`src/design/azbc_pkg.sv`:
```
// ----------------------------------------------------------------------------
// azbc_pkg
// Shared types, codes and constants for the ambient light zoned backlight
// controller.
// ----------------------------------------------------------------------------
package azbc_pkg;

    // field widths
    localparam int CMD_W    = 2;
    localparam int LEVEL_W  = 8;
    localparam int SAMPLE_W = 10;
    localparam int PCT_W    = 7;
    localparam int WORD_W   = 16;
    localparam int ZONE_W   = 3;
    localparam int CFG_IDX_W = 3;
    localparam int CFG_DATA_W = 16;

    // command codes
    localparam logic [CMD_W-1:0] CMD_BRIGHT = 2'd0;
    localparam logic [CMD_W-1:0] CMD_SAMPLE = 2'd1;
    localparam logic [CMD_W-1:0] CMD_MODE   = 2'd2;

    // configuration register indexes
    localparam logic [CFG_IDX_W-1:0] REG_ZONE0 = 3'd0;
    localparam logic [CFG_IDX_W-1:0] REG_ZONE4 = 3'd4;
    localparam logic [CFG_IDX_W-1:0] REG_BASE  = 3'd5;
    localparam logic [CFG_IDX_W-1:0] REG_OFF   = 3'd6;

    // light zones
    localparam int NUM_ZONES = 5;
    localparam logic [SAMPLE_W-1:0] ZONE_LIMIT [NUM_ZONES] =
        '{10'd150, 10'd300, 10'd450, 10'd600, 10'd750};

    // divide by 100 as multiply by ceil(2^22 / 100) and shift; exact for
    // products below 2^15, the largest being 255 * 127
    localparam int DIV_SHIFT = 22;
    localparam logic [15:0] DIV_MULT = 16'd41944;
    localparam int FACTOR_W = PCT_W + 16;
    localparam int PROD_W   = LEVEL_W + FACTOR_W;
    localparam int SCALED_W = PROD_W - DIV_SHIFT;
    localparam logic [PCT_W-1:0] PCT_RESET = 7'd100;

    // pwm duty placement in the backlight word
    localparam int DUTY_LSB = 5;

    typedef struct packed {
        logic [CMD_W-1:0]    cmd;
        logic [LEVEL_W-1:0]  brightness;
        logic [SAMPLE_W-1:0] light_sample;
        logic                mode_request;
    } item_t;

    typedef struct packed {
        logic                write_strobe;
        logic [WORD_W-1:0]   backlight_word;
        logic                power_on;
        logic [ZONE_W-1:0]   zone;
        logic                mode_now;
        logic                sensor_invalid;
    } result_t;

    // percent registers held as premultiplied scale factors
    typedef struct packed {
        logic [NUM_ZONES-1:0][FACTOR_W-1:0] factor;
        logic [WORD_W-1:0]                  base_bits;
        logic [WORD_W-1:0]                  off_word;
    } cfg_t;

endpackage

```
`src/design/azbc_in_if.sv`:
```
// ----------------------------------------------------------------------------
// azbc_in_if
// Command item channel with valid/ready handshake.
// ----------------------------------------------------------------------------
interface azbc_in_if;
    import azbc_pkg::*;

    logic                valid;
    logic                ready;
    logic [CMD_W-1:0]    cmd;
    logic [LEVEL_W-1:0]  brightness;
    logic [SAMPLE_W-1:0] light_sample;
    logic                mode_request;

    modport source (output valid, output cmd, output brightness,
                    output light_sample, output mode_request, input ready);
    modport sink   (input valid, input cmd, input brightness,
                    input light_sample, input mode_request, output ready);
endinterface

```
`src/design/azbc_out_if.sv`:
```
// ----------------------------------------------------------------------------
// azbc_out_if
// Result item channel with valid/ready handshake.
// ----------------------------------------------------------------------------
interface azbc_out_if;
    import azbc_pkg::*;

    logic              valid;
    logic              ready;
    logic              write_strobe;
    logic [WORD_W-1:0] backlight_word;
    logic              power_on;
    logic [ZONE_W-1:0] zone;
    logic              mode_now;
    logic              sensor_invalid;

    modport source (output valid, output write_strobe, output backlight_word,
                    output power_on, output zone, output mode_now,
                    output sensor_invalid, input ready);
    modport sink   (input valid, input write_strobe, input backlight_word,
                    input power_on, input zone, input mode_now,
                    input sensor_invalid, output ready);
endinterface

```
`src/design/azbc_cfg.sv`:
```
// ----------------------------------------------------------------------------
// azbc_cfg
// Configuration registers; zone percentages are stored as scale factors
// premultiplied by the divide-by-100 reciprocal.
// ----------------------------------------------------------------------------
module azbc_cfg (
    input  logic                                clk,
    input  logic                                rst_n,
    input  logic                                cfg_we,
    input  logic [azbc_pkg::CFG_IDX_W-1:0]      cfg_index,
    input  logic [azbc_pkg::CFG_DATA_W-1:0]     cfg_data,
    output azbc_pkg::cfg_t                      cfg
);
    import azbc_pkg::*;

    localparam logic [FACTOR_W-1:0] FACTOR_RESET =
        FACTOR_W'(PCT_RESET) * FACTOR_W'(DIV_MULT);

    logic [NUM_ZONES-1:0][FACTOR_W-1:0] factor_reg;
    logic [WORD_W-1:0]                  base_reg;
    logic [WORD_W-1:0]                  off_reg;
    logic [FACTOR_W-1:0]                factor_new;

    // percent times reciprocal
    assign factor_new = FACTOR_W'(cfg_data[PCT_W-1:0]) * FACTOR_W'(DIV_MULT);

    // register writes
    always_ff @(posedge clk or negedge rst_n)
    begin
        if (!rst_n)
        begin
            for (int i = 0; i < NUM_ZONES; i++)
            begin
                factor_reg[i] <= FACTOR_RESET;
            end
            base_reg <= '0;
            off_reg  <= '0;
        end
        else if (cfg_we)
        begin
            for (int i = 0; i < NUM_ZONES; i++)
            begin
                if (cfg_index == REG_ZONE0 + CFG_IDX_W'(i))
                begin
                    factor_reg[i] <= factor_new;
                end
            end
            if (cfg_index == REG_BASE)
            begin
                base_reg <= cfg_data[WORD_W-1:0];
            end
            if (cfg_index == REG_OFF)
            begin
                off_reg <= cfg_data[WORD_W-1:0];
            end
        end
    end

    assign cfg.factor    = factor_reg;
    assign cfg.base_bits = base_reg;
    assign cfg.off_word  = off_reg;

    // a zone write never touches the word registers
    ap_zone_write_keeps_base : assert property (@(posedge clk) disable iff (!rst_n)
        (cfg_we && cfg_index <= REG_ZONE4) |=> $stable(base_reg) && $stable(off_reg))
        else $error("zone percent write changed a word register");

    ap_off_write : assert property (@(posedge clk) disable iff (!rst_n)
        (cfg_we && cfg_index == REG_OFF) |=> off_reg == $past(cfg_data))
        else $error("off word not loaded");

    ap_base_write : assert property (@(posedge clk) disable iff (!rst_n)
        (cfg_we && cfg_index == REG_BASE) |=> base_reg == $past(cfg_data))
        else $error("base bits not loaded");

endmodule

```
`src/design/azbc_engine.sv`:
```
// ----------------------------------------------------------------------------
// azbc_engine
// Controller state and the single-pass result logic for one command item.
// ----------------------------------------------------------------------------
module azbc_engine (
    input  logic              clk,
    input  logic              rst_n,
    input  logic              advance,
    input  azbc_pkg::item_t   item,
    input  azbc_pkg::cfg_t    cfg,
    output azbc_pkg::result_t res
);
    import azbc_pkg::*;

    logic                auto_mode_reg, auto_mode_next;
    logic [LEVEL_W-1:0]  saved_level_reg, saved_level_next;
    logic [FACTOR_W-1:0] factor_now_reg, factor_now_next;
    logic [ZONE_W-1:0]   last_zone_reg, last_zone_next;
    logic                panel_awake_reg, panel_awake_next;
    logic                supply_on_reg, supply_on_next;

    logic [ZONE_W-1:0]   zone_sel;
    logic                over_range;
    logic [FACTOR_W-1:0] zone_factor;
    logic [LEVEL_W-1:0]  lvl_src;
    logic [FACTOR_W-1:0] fac_src;
    logic [PROD_W-1:0]   product;
    logic [SCALED_W-1:0] scaled;
    logic                strobe;
    logic [WORD_W-1:0]   word;

    function automatic logic [WORD_W-1:0] make_word(
        input logic [SCALED_W-1:0] level,
        input logic [WORD_W-1:0]   base
    );
        logic [WORD_W-1:0] duty;
        duty = WORD_W'(level[SCALED_W-1:1]) << DUTY_LSB;
        return duty | base;
    endfunction

    // light zone from fixed thresholds
    always_comb
    begin
        zone_sel   = '0;
        over_range = 1'b1;
        for (int i = NUM_ZONES - 1; i >= 0; i--)
        begin
            if (item.light_sample <= ZONE_LIMIT[i])
            begin
                zone_sel   = ZONE_W'(i);
                over_range = 1'b0;
            end
        end
    end

    // factor of the sampled zone
    always_comb
    begin
        zone_factor = cfg.factor[0];
        for (int i = 0; i < NUM_ZONES; i++)
        begin
            if (zone_sel == ZONE_W'(i))
            begin
                zone_factor = cfg.factor[i];
            end
        end
    end

    // one shared scaler: level * percent / 100
    assign lvl_src = (item.cmd == CMD_BRIGHT) ? item.brightness : saved_level_reg;
    assign fac_src = (item.cmd == CMD_SAMPLE) ? zone_factor : factor_now_reg;
    assign product = PROD_W'(lvl_src) * PROD_W'(fac_src);
    assign scaled  = product[PROD_W-1:DIV_SHIFT];

    // command decode and next state
    always_comb
    begin
        auto_mode_next   = auto_mode_reg;
        saved_level_next = saved_level_reg;
        factor_now_next  = factor_now_reg;
        last_zone_next   = last_zone_reg;
        panel_awake_next = panel_awake_reg;
        supply_on_next   = supply_on_reg;
        strobe           = 1'b0;
        word             = '0;
        case (item.cmd)
            CMD_BRIGHT:
            begin
                strobe = 1'b1;
                if (item.brightness != '0)
                begin
                    supply_on_next   = 1'b1;
                    panel_awake_next = 1'b1;
                    saved_level_next = item.brightness;
                    if (auto_mode_reg)
                    begin
                        word = make_word(scaled, cfg.base_bits);
                    end
                    else
                    begin
                        word = make_word(SCALED_W'(item.brightness), cfg.base_bits);
                    end
                end
                else
                begin
                    supply_on_next   = 1'b0;
                    panel_awake_next = 1'b0;
                    word             = cfg.off_word;
                end
            end
            CMD_SAMPLE:
            begin
                if (!over_range)
                begin
                    factor_now_next = zone_factor;
                    last_zone_next  = zone_sel;
                    if (zone_sel != last_zone_reg && panel_awake_reg)
                    begin
                        strobe = 1'b1;
                        word   = make_word(scaled, cfg.base_bits);
                    end
                end
            end
            CMD_MODE:
            begin
                strobe         = 1'b1;
                auto_mode_next = item.mode_request;
                if (item.mode_request)
                begin
                    word = make_word(scaled, cfg.base_bits);
                end
                else
                begin
                    word = make_word(SCALED_W'(saved_level_reg), cfg.base_bits);
                end
            end
            default:
            begin
                strobe = 1'b0;
            end
        endcase
    end

    // state update when the item moves to the result register
    always_ff @(posedge clk or negedge rst_n)
    begin
        if (!rst_n)
        begin
            auto_mode_reg   <= 1'b1;
            saved_level_reg <= '0;
            factor_now_reg  <= '0;
            last_zone_reg   <= '0;
            panel_awake_reg <= 1'b0;
            supply_on_reg   <= 1'b0;
        end
        else if (advance)
        begin
            auto_mode_reg   <= auto_mode_next;
            saved_level_reg <= saved_level_next;
            factor_now_reg  <= factor_now_next;
            last_zone_reg   <= last_zone_next;
            panel_awake_reg <= panel_awake_next;
            supply_on_reg   <= supply_on_next;
        end
    end

    assign res.write_strobe   = strobe;
    assign res.backlight_word = word;
    assign res.power_on       = supply_on_next;
    assign res.zone           = last_zone_next;
    assign res.mode_now       = auto_mode_next;
    assign res.sensor_invalid = (item.cmd == CMD_SAMPLE) && over_range;

    // supply and panel always switch together
    ap_supply_tracks_panel : assert property (@(posedge clk) disable iff (!rst_n)
        supply_on_reg == panel_awake_reg)
        else $error("supply and panel state diverged");

    ap_zone_range : assert property (@(posedge clk) disable iff (!rst_n)
        last_zone_reg < ZONE_W'(NUM_ZONES))
        else $error("zone out of range");

    ap_idle_state_hold : assert property (@(posedge clk) disable iff (!rst_n)
        !advance |=> $stable(last_zone_reg) && $stable(saved_level_reg)
                     && $stable(auto_mode_reg))
        else $error("state changed without an item");

endmodule

```
`src/design/als_zone_backlight_controller_top.sv`:
```
// ----------------------------------------------------------------------------
// als_zone_backlight_controller_top
// Ambient light zoned backlight controller: command items in, one backlight
// result item out per command.
// ----------------------------------------------------------------------------
// an accepted item is held in the input register and its result is registered
// in the result register once that register is free
// throughput: one item per cycle while results are taken; input register feeds the result register
// through one 8x23 scaler multiply
// reset: all state and configuration registers return to their reset values
// at once; items are accepted from the first cycle after reset
// ----------------------------------------------------------------------------
module als_zone_backlight_controller_top (
    input  logic                            clk,
    input  logic                            rst_n,
    azbc_in_if.sink                         in_ch,
    azbc_out_if.source                      out_ch,
    input  logic                            cfg_we,
    input  logic [azbc_pkg::CFG_IDX_W-1:0]  cfg_index,
    input  logic [azbc_pkg::CFG_DATA_W-1:0] cfg_data
);
    import azbc_pkg::*;

    cfg_t    cfg;
    item_t   s1_item_reg;
    logic    s1_valid_reg, s1_valid_next;
    result_t out_res_reg;
    result_t res;
    logic    out_valid_reg, out_valid_next;
    logic    out_free;
    logic    s1_adv;
    logic    in_fire;

    azbc_cfg u_cfg (
        .clk       (clk),
        .rst_n     (rst_n),
        .cfg_we    (cfg_we),
        .cfg_index (cfg_index),
        .cfg_data  (cfg_data),
        .cfg       (cfg)
    );

    azbc_engine u_engine (
        .clk     (clk),
        .rst_n   (rst_n),
        .advance (s1_adv),
        .item    (s1_item_reg),
        .cfg     (cfg),
        .res     (res)
    );

    // handshake
    assign out_free    = !out_valid_reg || out_ch.ready;
    assign s1_adv      = s1_valid_reg && out_free;
    assign in_ch.ready = !s1_valid_reg || out_free;
    assign in_fire     = in_ch.valid && in_ch.ready;

    always_comb
    begin
        s1_valid_next = s1_valid_reg;
        if (in_fire)
        begin
            s1_valid_next = 1'b1;
        end
        else if (s1_adv)
        begin
            s1_valid_next = 1'b0;
        end
        out_valid_next = out_valid_reg;
        if (s1_adv)
        begin
            out_valid_next = 1'b1;
        end
        else if (out_ch.ready)
        begin
            out_valid_next = 1'b0;
        end
    end

    // valid flags
    always_ff @(posedge clk or negedge rst_n)
    begin
        if (!rst_n)
        begin
            s1_valid_reg  <= 1'b0;
            out_valid_reg <= 1'b0;
        end
        else
        begin
            s1_valid_reg  <= s1_valid_next;
            out_valid_reg <= out_valid_next;
        end
    end

    // input and result payload registers
    always_ff @(posedge clk)
    begin
        if (in_fire)
        begin
            s1_item_reg.cmd          <= in_ch.cmd;
            s1_item_reg.brightness   <= in_ch.brightness;
            s1_item_reg.light_sample <= in_ch.light_sample;
            s1_item_reg.mode_request <= in_ch.mode_request;
        end
        if (s1_adv)
        begin
            out_res_reg <= res;
        end
    end

    assign out_ch.valid          = out_valid_reg;
    assign out_ch.write_strobe   = out_res_reg.write_strobe;
    assign out_ch.backlight_word = out_res_reg.backlight_word;
    assign out_ch.power_on       = out_res_reg.power_on;
    assign out_ch.zone           = out_res_reg.zone;
    assign out_ch.mode_now       = out_res_reg.mode_now;
    assign out_ch.sensor_invalid = out_res_reg.sensor_invalid;

    // an accepted item is held in the input register next cycle
    ap_accept_loads : assert property (@(posedge clk) disable iff (!rst_n)
        in_fire |=> s1_valid_reg)
        else $error("accepted item lost");

    ap_advance_shows : assert property (@(posedge clk) disable iff (!rst_n)
        s1_adv |=> out_valid_reg)
        else $error("result not presented");

    ap_invalid_no_write : assert property (@(posedge clk) disable iff (!rst_n)
        (out_valid_reg && out_res_reg.sensor_invalid) |-> !out_res_reg.write_strobe)
        else $error("write on ignored light sample");

    ap_no_strobe_zero_word : assert property (@(posedge clk) disable iff (!rst_n)
        (out_valid_reg && !out_res_reg.write_strobe)
            |-> out_res_reg.backlight_word == '0)
        else $error("word set without write");

endmodule

```
`src/flat_wrapper.sv`:
```
// flat-port wrapper written by rule: the top's interface ports become plain ports
module als_zone_backlight_controller_top_flat import azbc_pkg::*;
  (clk, rst_n, cfg_we, cfg_index, cfg_data, in_ch_valid, in_ch_cmd, in_ch_brightness, in_ch_light_sample, in_ch_mode_request, in_ch_ready, out_ch_valid, out_ch_write_strobe, out_ch_backlight_word, out_ch_power_on, out_ch_zone, out_ch_mode_now, out_ch_sensor_invalid, out_ch_ready);
  azbc_in_if in_ch_i ();
  azbc_out_if out_ch_i ();
  input  logic clk;
  input  logic rst_n;
  input  logic cfg_we;
  input  logic [azbc_pkg::CFG_IDX_W-1:0] cfg_index;
  input  logic [azbc_pkg::CFG_DATA_W-1:0] cfg_data;
  input wire logic [$bits(in_ch_i.valid)-1:0] in_ch_valid;
  input wire logic [$bits(in_ch_i.cmd)-1:0] in_ch_cmd;
  input wire logic [$bits(in_ch_i.brightness)-1:0] in_ch_brightness;
  input wire logic [$bits(in_ch_i.light_sample)-1:0] in_ch_light_sample;
  input wire logic [$bits(in_ch_i.mode_request)-1:0] in_ch_mode_request;
  output wire logic [$bits(in_ch_i.ready)-1:0] in_ch_ready;
  output wire logic [$bits(out_ch_i.valid)-1:0] out_ch_valid;
  output wire logic [$bits(out_ch_i.write_strobe)-1:0] out_ch_write_strobe;
  output wire logic [$bits(out_ch_i.backlight_word)-1:0] out_ch_backlight_word;
  output wire logic [$bits(out_ch_i.power_on)-1:0] out_ch_power_on;
  output wire logic [$bits(out_ch_i.zone)-1:0] out_ch_zone;
  output wire logic [$bits(out_ch_i.mode_now)-1:0] out_ch_mode_now;
  output wire logic [$bits(out_ch_i.sensor_invalid)-1:0] out_ch_sensor_invalid;
  input wire logic [$bits(out_ch_i.ready)-1:0] out_ch_ready;
  assign in_ch_i.valid = in_ch_valid;
  assign in_ch_i.cmd = in_ch_cmd;
  assign in_ch_i.brightness = in_ch_brightness;
  assign in_ch_i.light_sample = in_ch_light_sample;
  assign in_ch_i.mode_request = in_ch_mode_request;
  assign in_ch_ready = in_ch_i.ready;
  assign out_ch_valid = out_ch_i.valid;
  assign out_ch_write_strobe = out_ch_i.write_strobe;
  assign out_ch_backlight_word = out_ch_i.backlight_word;
  assign out_ch_power_on = out_ch_i.power_on;
  assign out_ch_zone = out_ch_i.zone;
  assign out_ch_mode_now = out_ch_i.mode_now;
  assign out_ch_sensor_invalid = out_ch_i.sensor_invalid;
  assign out_ch_i.ready = out_ch_ready;
  als_zone_backlight_controller_top u_core (.clk(clk), .rst_n(rst_n), .in_ch(in_ch_i), .out_ch(out_ch_i), .cfg_we(cfg_we), .cfg_index(cfg_index), .cfg_data(cfg_data));
endmodule
```
`config.mk`:
```
export PLATFORM = sky130hd
export DESIGN_NAME = als_zone_backlight_controller_top_flat
export DESIGN_NICKNAME = d
export VERILOG_FILES = /design/src/design/azbc_pkg.sv /design/src/design/azbc_in_if.sv /design/src/design/azbc_out_if.sv /design/src/design/azbc_cfg.sv /design/src/design/azbc_engine.sv /design/src/design/als_zone_backlight_controller_top.sv /design/src/flat_wrapper.sv
export SDC_FILE = /design/constraint.sdc
export NUM_CORES = 1
export LEC_CHECK = 0
export BUFFER_PORTS_ARGS = -buffer_cell sky130_fd_sc_hd__buf_2
export CORE_ASPECT_RATIO = 1.4
export CORE_UTILIZATION = 55
export CTS_CLUSTER_DIAMETER = 80
export DETAILED_ROUTE_END_ITERATION = 10
export HOLD_SLACK_MARGIN = 0.08
export PLACE_DENSITY = 0.69
export REMOVE_ABC_BUFFERS = 1
export SKIP_LAST_GASP = 1
export SLEW_MARGIN = 20
export SYNTH_ARGS = -nofsm -noshare
export SYNTH_HDL_FRONTEND = slang
export SYNTH_SLANG_ARGS = --single-unit
```
`constraint.sdc`:
```
create_clock -name clk -period 18.5 [get_ports clk]
set_input_delay 3.7 -clock clk [delete_from_list [all_inputs] [get_ports clk]]
set_output_delay 3.7 -clock clk [all_outputs]
set_load 0.02 [all_outputs]
```
==> PnR_summary.wiki <==
{| class="wikitable"
! Metric !! Value
|-
| Final-report max-slew violation count || 0
|-
| Number of remaining DRC errors || 0
|-
| Fraction of layout instances using a drive strength above 1 || 0.139
|-
| Number of max-cap violations || 0
|-
| Hold Buf Count CTS || 0
|-
| Number of different library cells in the post-synthesis netlist || 74
|-
| Critical Path Max Stage Delay || 0.63 ns
|-
| Effective utilization at floorplan || 0.561
|-
| Insertion delay of the later-clocked pin in the worst-skew pair || 0.53 ns
|-
| EDFF count, synth || 44
|-
| Measured slew at the worst slew-check pin || 1.08 ns
|-
| Cells resized by post-CTS repair || 0
|-
| Dominant synthesized flop cell || dfrtp_1
|-
| Capturing element type of the critical path || register
|-
| Count of buffers added by post-CTS timing repair for setup || 0
|-
| Core area || 27700 um^2
|-
| Final std cell area, no fill || 17000 um^2
|-
| CP Class || reg2reg
|-
| Synth-to-layout area growth || 9.44%
|-
| Pin count of the biggest net entering global routing || 72
|-
| Synthesis-stage register bit count || 212
|-
| Combined buffer and inverter count along the critical path || 2
|-
| Count of final setup violators || 0
|-
| Final cell utilization of the core || 0.614
|-
| Congestion Overflow GR || 0
|-
| Synthesized area per cell || 9.60 um^2
|-
| Slew Limit Headroom || 0.275
|-
| Largest register FFs || 100
|-
| Worst hold-check path type || reg2reg
|-
| Required time of the worst setup path || 18.76 ns
|-
| Total cell area at the placement stage || 16200 um^2
|-
| DIE HEIGHT || 201 um
|-
| Number of warnings reported in the yosys synthesis log || 0
|-
| Violation count after the first detailed-routing iteration || 884
|-
| Share of synthesized flip-flops with an asynchronous set or reset || 0.792
|-
| 1st-pass router iterations || 8
|-
| Overall routing resource usage || 0.283
|-
| Peak clock frequency supported by timing || 0.123 GHz
|-
| Antenna-violating nets left || 0
|-
| IR Drop Worst-Case VDD || 0.0767 mV
|-
| Final routed wire length divided by cell count || 18.8 um
|-
| Leakage component of the power || 8.06 nW
|-
| Number of antenna violations at the first check in global routing || 0
|-
| Post-DP HPWL || 29200 um
|-
| Vias per inst || 5.67
|-
| Element type at the critical path start || register
|-
| Highest net fanout along the worst path || 14
|-
| Number of top-level pins || 70
|-
| Count of nets after finishing || 1933
|-
| Critical path arrival || 8.40 ns
|-
| Final TNS setup || 0 ns
|-
| Final GP Congestion || 0.887
|-
| Wire length after detailed routing || 38500 um
|-
| Max Clock Skew || 0.0321 ns
|-
| Clock transition at path regs || 0.06 ns
|-
| Sequential fraction of the synthesis area || 0.357
|-
| Root Buffer Master || clkbuf_16
|-
| Wire length of the first global-routing pass || 63100 um
|-
| Cell area after synthesis || 15500 um^2
|-
| Standard cell with the maximum stage delay on the critical path || or2_1
|-
| Part of the cycle the worst path needs || 0.440
|-
| Sum of internal, switching and leakage power || 0.00273 W
|-
| RSZ-0062 raised after global routing || false
|-
| Outcome || complete, no violations
|-
| Count of input and output buffers || 69
|-
| CTS buffer count || 22
|-
| TritonCTS sink count || 212
|-
| Die outline area || 28900 um^2
|-
| Final worst setup slack || 10.36 ns
|-
| Family with the most delay on the worst path || compound AO/OA/AOI/OAI gates
|-
| Most prevalent standard cell on the critical path || fa_1
|-
| Chip width || 144 um
|-
| Diodes inserted || 0
|-
| Min Clock Period, post-route || 8.14 ns
|-
| H-Tree Level Count || 1
|-
| Number of standard cells after synthesis || 1616
|-
| Vias in the first global route || 12104
|-
| Buffer levels on the longest clock path || 3
|-
| CTS tree || done
|-
| Setup slack after placement || 9.99 ns
|-
| Total count of hold-check failures in the final report || 0
|-
| Number of vias after detailed routing || 11640
|-
| Power density over the cells || 161 nW/um^2
|-
| Placement Rows || 72
|}
[Yosys cell counts, types with 4 or more instances]
cell      count  area, um^2
a211oi_2      5        62.6
a21o_1       10        75.1
a21oi_1      46         230
a222oi_1     14         140
a22oi_1       9        67.6
a31oi_1       4        25.0
and2_1        7        43.8
and3_1        5        31.3
buf_2         8        40.0
clkbuf_1     51         191
dfrtp_1     152        3800
dfstp_2      16         420
edfxtp_1     44        1320
fa_1        124        2480
ha_1         98        1230
inv_1       160         601
mux2_2       47         529
mux2i_1      20         200
mux2i_2       9         124
nand2_1     257         965
nand2b_1     24         150
nand3_1      14        70.1
nor2_1      178         668
nor2b_1       9        56.3
nor3_1       30         150
nor4_1        8        50.1
o21a_1        5        37.5
o21ai_0     136         681
o21ai_1      15        75.1
o21bai_1      6        45.0
o22ai_1       8        50.1
or2_1         4        25.0
or2_2        12        75.1
xnor2_1      13         114
xor2_1       10        87.6
[layout make-up]
type | instances | area (um^2)
clock buffer | 35 | 703
clock inverter | 5 | 37.5
fill | 2414 | 10700
inverter | 160 | 601
multi-input combinational | 1182 | 9130
sequential | 212 | 5550
tap | 370 | 463
timing repair buffer | 88 | 502
[cells by family (layout without fill, tap and decap cells)]
family	count (synthesis)	count (layout)	synth area share
fa+ha+maj	222	222	0.239
flops	212	212	0.357
xor+xnor	23	23	0.0130
simple gates	560	560	0.153
buf+inv	222	288	0.0548
compound gates	300	300	0.127
mux	77	77	0.0557
[layout by cell type (no fill, tap or decap), drive strengths merged, types with 6 or more instances in the layout]
master	netlist	layout
mux2	48	48
o21ai	152	152
buf	11	88
o22ai	8	8
inv	160	160
nor4	8	8
xor2	10	10
edfxtp	44	44
nand3	14	14
a21oi	48	48
fa	124	124
nor2	178	178
dfstp	16	16
nor3	30	30
a21o	10	10
xnor2	13	13
a22oi	9	9
nor2b	9	9
dfrtp	152	152
o21bai	6	6
clkbuf	51	35
and2	7	7
nand2b	24	24
ha	98	98
a211oi	8	8
a31oi	6	6
mux2i	29	29
a222oi	14	14
or2	16	16
nand2	257	257
[worst min-delay path, delay by kind of cell, from the launching register on]
| family | cells | cell delay [ns] |
|---|---|---|
| flops | 1 | 0.34 |
| simple gates | 2 | 0.10 |
[report_power, final]
part / leakage, nW / switching, W / total, W / internal [W]
Sequential: 2.48 / 0.0000933 / 0.000725 / 0.000632
Combinational: 5.22 / 0.000947 / 0.00156 / 0.000613
Clock: 0.367 / 0.000182 / 0.000445 / 0.000262
[metal layers]
| metal | track usage | wire length, um | vias up |
|---|---|---|---|
| met5 | 0 | 0 | - |
| met4 | 0.0995 | 1160 | 0 |
| met3 | 0.0315 | 1900 | 71 |
| met2 | 0.502 | 20100 | 334 |
| met1 | 0.353 | 15300 | 5739 |
| li1 | - | - | 5496 |
[worst paths after layout]
path                                                         start                            endpoint  slack (ns)  depth (start not counted)
min in group asynchronous                                    rst_n               u_core.u_cfg.cfg[111]        3.11                          1
max in group asynchronous                                    rst_n                u_core.u_cfg.cfg[73]       13.47                          3
worst max-delay path                         u_core.s1_item_reg[2]    u_core.out_ch.backlight_word[11]       10.36                         26
worst min register to register  u_core.u_engine.factor_now_reg[15]  u_core.u_engine.factor_now_reg[15]        0.48                          2
worst max register to register               u_core.s1_item_reg[2]    u_core.out_ch.backlight_word[11]       10.36                         26
worst min-delay path            u_core.u_engine.factor_now_reg[15]  u_core.u_engine.factor_now_reg[15]        0.48                          2
[stage by stage]
step	hold slack, ns	instances
after CTS	0.479	2051
after global placement	0.455	2011
after global routing	0.490	2052
after detailed placement	0.463	2011
after floorplan	0.441	1554
final	0.476	2052
Power figures use the tool's default switching activity.
